--- src/lcal_pkg.sv ---
// package for the lowest common ancestor engine
// shared item types, mode codes, datapath commands and status; no dependencies
`timescale 1ns / 1ps

package lcal_pkg;

	localparam int ID_W = 11;
	localparam int MAX_NODES_DEF = 1024;
	localparam int LOG_LEVELS_DEF = 10;

	localparam logic [1:0] MODE_EDGE  = 2'd0;
	localparam logic [1:0] MODE_BUILD = 2'd1;
	localparam logic [1:0] MODE_QUERY = 2'd2;
	localparam logic [1:0] MODE_NONE  = 2'd3;

	typedef struct packed {
		logic [1:0]      mode;
		logic [ID_W-1:0] node_a;
		logic [ID_W-1:0] node_b;
	} in_item_t;

	typedef struct packed {
		logic [ID_W-1:0] ancestor;
		logic            error;
	} out_item_t;

	typedef enum logic [4:0] {
		OP_NOP,
		OP_EDGE_WR,
		OP_CLR,
		OP_ROOT,
		OP_POP_RD,
		OP_POP_GET,
		OP_DX_GET,
		OP_E_RD,
		OP_E_GET,
		OP_E_CHK,
		OP_JINIT,
		OP_J0_RD,
		OP_J0_WR,
		OP_JK_RD1,
		OP_JK_RD2,
		OP_JK_WR,
		OP_Q_RDA,
		OP_Q_RDB,
		OP_Q_ORD,
		OP_L1_RD,
		OP_L1_GET,
		OP_L2_RDU,
		OP_L2_RDV,
		OP_L2_GET,
		OP_PAR_RD,
		OP_OUT_PAR,
		OP_OUT_EQ,
		OP_OUT_ERR
	} dp_op_t;

	typedef struct packed {
		dp_op_t op;
		logic   accept;
	} dp_cmd_t;

	typedef struct packed {
		logic bad;
		logic clr_last;
		logic q_empty;
		logic e_end;
		logic i_last;
		logic k_last;
		logic lvl_zero;
		logic u_eq_v;
	} dp_stat_t;

endpackage

--- src/lcal_ctrl.sv ---
// sequencer of the lowest common ancestor engine: issues one datapath
// command per cycle from datapath status; depends on lcal_pkg
`timescale 1ns / 1ps

module lcal_ctrl import lcal_pkg::*; #(
	parameter int LOG_LEVELS = LOG_LEVELS_DEF
) (
	input  logic       clk,
	input  logic       arst_n,
	input  logic       start,
	input  logic [1:0] mode,
	input  dp_stat_t   stat,
	output dp_cmd_t    cmd,
	output logic       busy
);

	typedef enum logic [4:0] {
		S_IDLE, S_EDGE, S_CLR, S_ROOT, S_QTEST, S_POP, S_POPG, S_DXG,
		S_ETEST, S_ERD, S_EGET, S_ECHK, S_JINIT, S_J0RD, S_J0WR,
		S_JKRD1, S_JKRD2, S_JKWR, S_QCHK, S_QRDA, S_QRDB, S_QORD,
		S_L1RD, S_L1G, S_CMP, S_L2RU, S_L2RV, S_L2G, S_PRD, S_OPAR,
		S_OEQ, S_OERR
	} state_t;

	state_t state_q, nxt;
	dp_op_t op_q;
	logic   busy_q;
	logic   accept;

	function automatic dp_op_t op_for(state_t s);
		case (s)
			S_EDGE:  return OP_EDGE_WR;
			S_CLR:   return OP_CLR;
			S_ROOT:  return OP_ROOT;
			S_POP:   return OP_POP_RD;
			S_POPG:  return OP_POP_GET;
			S_DXG:   return OP_DX_GET;
			S_ERD:   return OP_E_RD;
			S_EGET:  return OP_E_GET;
			S_ECHK:  return OP_E_CHK;
			S_JINIT: return OP_JINIT;
			S_J0RD:  return OP_J0_RD;
			S_J0WR:  return OP_J0_WR;
			S_JKRD1: return OP_JK_RD1;
			S_JKRD2: return OP_JK_RD2;
			S_JKWR:  return OP_JK_WR;
			S_QRDA:  return OP_Q_RDA;
			S_QRDB:  return OP_Q_RDB;
			S_QORD:  return OP_Q_ORD;
			S_L1RD:  return OP_L1_RD;
			S_L1G:   return OP_L1_GET;
			S_L2RU:  return OP_L2_RDU;
			S_L2RV:  return OP_L2_RDV;
			S_L2G:   return OP_L2_GET;
			S_PRD:   return OP_PAR_RD;
			S_OPAR:  return OP_OUT_PAR;
			S_OEQ:   return OP_OUT_EQ;
			S_OERR:  return OP_OUT_ERR;
			default: return OP_NOP;
		endcase
	endfunction

	assign accept = start && !busy_q;

	always_comb begin
		nxt = state_q;
		case (state_q)
			S_IDLE: begin
				if (accept) begin
					case (mode)
						MODE_EDGE:  nxt = S_EDGE;
						MODE_BUILD: nxt = S_CLR;
						MODE_QUERY: nxt = S_QCHK;
						default:    nxt = S_IDLE;
					endcase
				end
			end
			S_EDGE:  nxt = S_IDLE;
			S_CLR:   nxt = stat.clr_last ? S_ROOT : S_CLR;
			S_ROOT:  nxt = S_POP;
			S_QTEST: nxt = stat.q_empty ? S_JINIT : S_POP;
			S_POP:   nxt = S_POPG;
			S_POPG:  nxt = S_DXG;
			S_DXG:   nxt = S_ETEST;
			S_ETEST: nxt = stat.e_end ? S_QTEST : S_ERD;
			S_ERD:   nxt = S_EGET;
			S_EGET:  nxt = S_ECHK;
			S_ECHK:  nxt = S_ETEST;
			S_JINIT: nxt = S_J0RD;
			S_J0RD:  nxt = S_J0WR;
			S_J0WR: begin
				if (!stat.i_last) begin
					nxt = S_J0RD;
				end else if (LOG_LEVELS > 1) begin
					nxt = S_JKRD1;
				end else begin
					nxt = S_IDLE;
				end
			end
			S_JKRD1: nxt = S_JKRD2;
			S_JKRD2: nxt = S_JKWR;
			S_JKWR:  nxt = (stat.i_last && stat.k_last) ? S_IDLE : S_JKRD1;
			S_QCHK:  nxt = stat.bad ? S_OERR : S_QRDA;
			S_QRDA:  nxt = S_QRDB;
			S_QRDB:  nxt = S_QORD;
			S_QORD:  nxt = S_L1RD;
			S_L1RD:  nxt = S_L1G;
			S_L1G:   nxt = stat.lvl_zero ? S_CMP : S_L1RD;
			S_CMP:   nxt = stat.u_eq_v ? S_OEQ : S_L2RU;
			S_L2RU:  nxt = S_L2RV;
			S_L2RV:  nxt = S_L2G;
			S_L2G:   nxt = stat.lvl_zero ? S_PRD : S_L2RU;
			S_PRD:   nxt = S_OPAR;
			S_OPAR:  nxt = S_IDLE;
			S_OEQ:   nxt = S_IDLE;
			S_OERR:  nxt = S_IDLE;
			default: nxt = S_IDLE;
		endcase
	end

	always_ff @(posedge clk or negedge arst_n) begin
		if (!arst_n) begin
			state_q <= S_IDLE;
			op_q <= OP_NOP;
			busy_q <= 1'b0;
		end else begin
			state_q <= nxt;
			op_q <= op_for(nxt);
			busy_q <= nxt != S_IDLE;
		end
	end

	assign cmd.op = op_q;
	assign cmd.accept = accept;
	assign busy = busy_q;

endmodule

--- config.mk ---
export PLATFORM = sky130hd
export DESIGN_NAME = lcal_ctrl
export DESIGN_NICKNAME = d
export VERILOG_FILES = /design/src/lcal_pkg.sv /design/src/lcal_ctrl.sv
export SDC_FILE = /design/constraint.sdc
export NUM_CORES = 1
export LEC_CHECK = 0
export BUFFER_PORTS_ARGS = -buffer_cell sky130_fd_sc_hd__buf_2
export CAP_MARGIN = 20
export CORE_AREA = 3 3 55 57
export CTS_BUF_LIST = sky130_fd_sc_hd__clkbuf_2
export DETAILED_ROUTE_END_ITERATION = 10
export DIE_AREA = 0 0 58 60
export PLACE_DENSITY = 0.57
export SLEW_MARGIN = 20
export SYNTH_ARGS = -nofsm -noshare
export SYNTH_HDL_FRONTEND = slang
export SYNTH_SLANG_ARGS = --single-unit
--- constraint.sdc ---
create_clock -name clk -period 2.9 [get_ports clk]
set_input_delay 0.145 -clock clk [delete_from_list [all_inputs] [get_ports clk]]
set_output_delay 0.145 -clock clk [all_outputs]
set_load 0.03 [all_outputs]
==> flow_metrics.env <==
export IMPL_start_kind="register"
export IMPL_reg2reg_slack_ns=0.25
export IMPL_nFillCells=271
export IMPL_final_nets=168
export IMPL_fp_dieH_um=60
export IMPL_initial_core_util=0.409
export IMPL_setup_violations=0
export IMPL_die_x_um=58
export IMPL_crit_end="op_q[1]$_DFF_PN0_"
export IMPL_synth_nets=146
export IMPL_finalCritPeriodShare=0.912
export IMPL_gp_congestion=0.888
export IMPL_ff_latch_area_sq_um=277
export IMPL_clock_sinks=11
export IMPL_r2r_start="state_q[2]$_DFF_PN0_"
export IMPL_ff2ff_path_depth=8
export IMPL_clockBufferDepth=2
export IMPL_dr_pass1_iters=4
export IMPL_critical_path_startpoint="state_q[2]$_DFF_PN0_"
export IMPL_cap_violations=0
export IMPL_dieArea_sq_mm=0.00348
export IMPL_async_reset_ff_frac=1.00
export IMPL_cp_arrival_ns=2.82
export IMPL_place_area_sq_mm=0.00117
export IMPL_r2r_end="op_q[1]$_DFF_PN0_"
export IMPL_ir_drop_v=0.000744
export IMPL_drt_total_wl_um=2740
export IMPL_clk_pin_slew_ns=0.10
export IMPL_syn_area_per_cell_sq_um=8.06
export IMPL_insertion_delay_ns=0.27
export IMPL_portBuffers=19
export IMPL_slew_viol_final=0
export IMPL_tritoncts="yes"
export IMPL_rsz0062_at_grt="no"
export IMPL_drc=0
export IMPL_multiInputGateArea_sq_um=679
export IMPL_antenna_cells=0
export IMPL_timing_slew_headroom=0.512
export IMPL_h_tree_depth=1
export IMPL_ios=20
export IMPL_fp_coreArea_sq_mm=0.00252
export IMPL_path_cells="nor2_1 -> a32o_1 -> or2_1 -> a2111oi_4 -> inv_2 -> nand2_2 -> a21oi_1 -> o41ai_2"
export IMPL_dp_hpwl_um=2100
export IMPL_slowest_stage="dfrtp_1"
export IMPL_final_cell_area_sq_mm=0.00120
export IMPL_yosysTopAreaCell="dfrtp_1"
export IMPL_antenna_found_initial=0
export IMPL_rows=18
export IMPL_dp_cells=174
export IMPL_cpPeakStageDelay_ns=0.61
export IMPL_finalSetupTns_ns=0
export IMPL_grt_pass1_vias=1042
export IMPL_yosysWarnings=0
export IMPL_cp_max_fo=13
export IMPL_post_cts_buffers=0
export IMPL_grt_pass1_wl_um=4530
export IMPL_synth_edf_count=0
export IMPL_grt_usage=0.167
export IMPL_layout_commonest_cell="buf_2"
export IMPL_syn_area_sq_mm=0.00103
export IMPL_synth_ff_type="dfrtp_1"
export IMPL_required_ns=3.08
export IMPL_fin_worst_skew_ns=0.00288
export IMPL_cts_root_buf="clkbuf_2"
export IMPL_worstSetupPathType="register to register"
export IMPL_setup_worst_path_end_class="register"
export IMPL_p_per_area_mw_per_mm2=1280
export IMPL_synth_top_area_share=0.267
export IMPL_hold_viol=0
export IMPL_syn_to_final_growth_pct=16.0
export IMPL_numCtsBuffers=3
export IMPL_grt_overflow=0
export IMPL_fin_cells=179
export IMPL_synth_seq_cells=11
export IMPL_vias_per_cell=5.89
export IMPL_syn_inst=128
export IMPL_ant_nets=0
export IMPL_fmax_mhz=378
export IMPL_num_vias=1054
export IMPL_fin_crit_ns=2.65
export IMPL_grt_max_degree=18
export IMPL_status="complete, no violations"
export IMPL_wl_per_cell_um=15.3
export IMPL_synth_area_leaders="dfrtp_1, ha_1, o21ai_0"
export IMPL_drt_iter0_drc=77
export IMPL_synth_cell_types=48
export IMPL_total_leakage_power_nw=0.551
export IMPL_most_common_layout_cells="buf_2, o21ai_0, dfrtp_1"
export IMPL_tightestPinTransition_ns=0.726
export IMPL_worstHoldPathType="input pin to asynchronous set/reset pin"
export IMPL_drive_gt1_frac=0.262
export IMPL_synth_seq_area_share=0.267
[worst min path at each step]
stage                 from                    to  slack, ns  cells after the start
finish              arst_n     op_q[0]$_DFF_PN0_       0.25                      2
global route        arst_n  state_q[2]$_DFF_PN0_       0.29                      2
CTS                 arst_n     op_q[0]$_DFF_PN0_       0.27                      2
detailed placement  arst_n     op_q[0]$_DFF_PN0_       0.02                      1
global placement    arst_n     op_q[0]$_DFF_PN0_       0.02                      1
floorplan           arst_n        busy$_DFF_PN0_      -0.15                      0
[timing repair]
item	4_1_cts	5_1_grt
setup endpoints to repair	0	2
hold endpoints to repair	11	0
resized for setup	0	1
hold buffers	1	0
[flip-flops by register name, indices dropped and copies added (netlist names)]
signal   count
state_q      5
op_q         5
busy         1
[stage by stage]
| stage | util | setup WS, ns | hold WS, ns | power [mW] |
|---|---|---|---|---|
| after floorplan | - | 0.630 | -0.151 | 1.17 |
| final | 0.475 | 0.254 | 0.248 | 1.54 |
| after global placement | 0.462 | 0.258 | 0.0223 | 1.42 |
| after global routing | 0.475 | 0.0229 | 0.293 | 1.68 |
| after CTS | 0.474 | 0.168 | 0.269 | 1.53 |
| after detailed placement | 0.462 | 0.189 | 0.0216 | 1.44 |
[cell families after synthesis]
kind of cell | count (synthesis) | share of synthesized area
simple gates | 51 | 0.282
compound gates | 40 | 0.295
buf+inv | 19 | 0.0752
flops | 11 | 0.267
fa+ha+maj | 6 | 0.0715
mux | 1 | 0.00970
[power by group]
| group | internal [mW] | switching, mW |
|---|---|---|
| Sequential | 0.224 | 0.103 |
| Clock | 0.0366 | 0.0531 |
| Combinational | 0.435 | 0.685 |
| Total | 0.696 | 0.840 |
[layout make-up]
type,count,share of cell area
flip-flops and latches,11,0.231
repair buffers,25,0.119
multi-input cells,98,0.567
well taps,30,0.0313
clock buffers,4,0.0167
inverters,11,0.0345
[critical path: cells and delay by family, from the launching register on]
family / cells / cell delay [ns]
AOI/OAI and AO/OA: 4 / 1.22
buffers and inverters: 1 / 0.18
DFF: 1 / 0.61
and+or+nand+nor: 3 / 0.54
[synth_stat cells (all sizes together), types with 2 or more instances]
master   number
nand2         9
nand3         4
clkbuf        5
a2111oi       2
o21ai        11
ha            5
nand2b        4
a32o          2
and3          6
nor3          3
inv          11
buf           3
or2           2
dfrtp        11
nor2b         3
nor3b         2
a21oi         7
a21o          2
a31oi         2
nand4         3
nor2          9
o311ai        2
[layer usage]
metal	track usage	wire (um)	up-vias
met2	0.303	1440	25
met5	0	0	-
met3	0.0151	121	9
met4	0.0828	56	0
met1	0.196	1120	504
li1	-	-	516
Power figures use the tool's default switching activity.
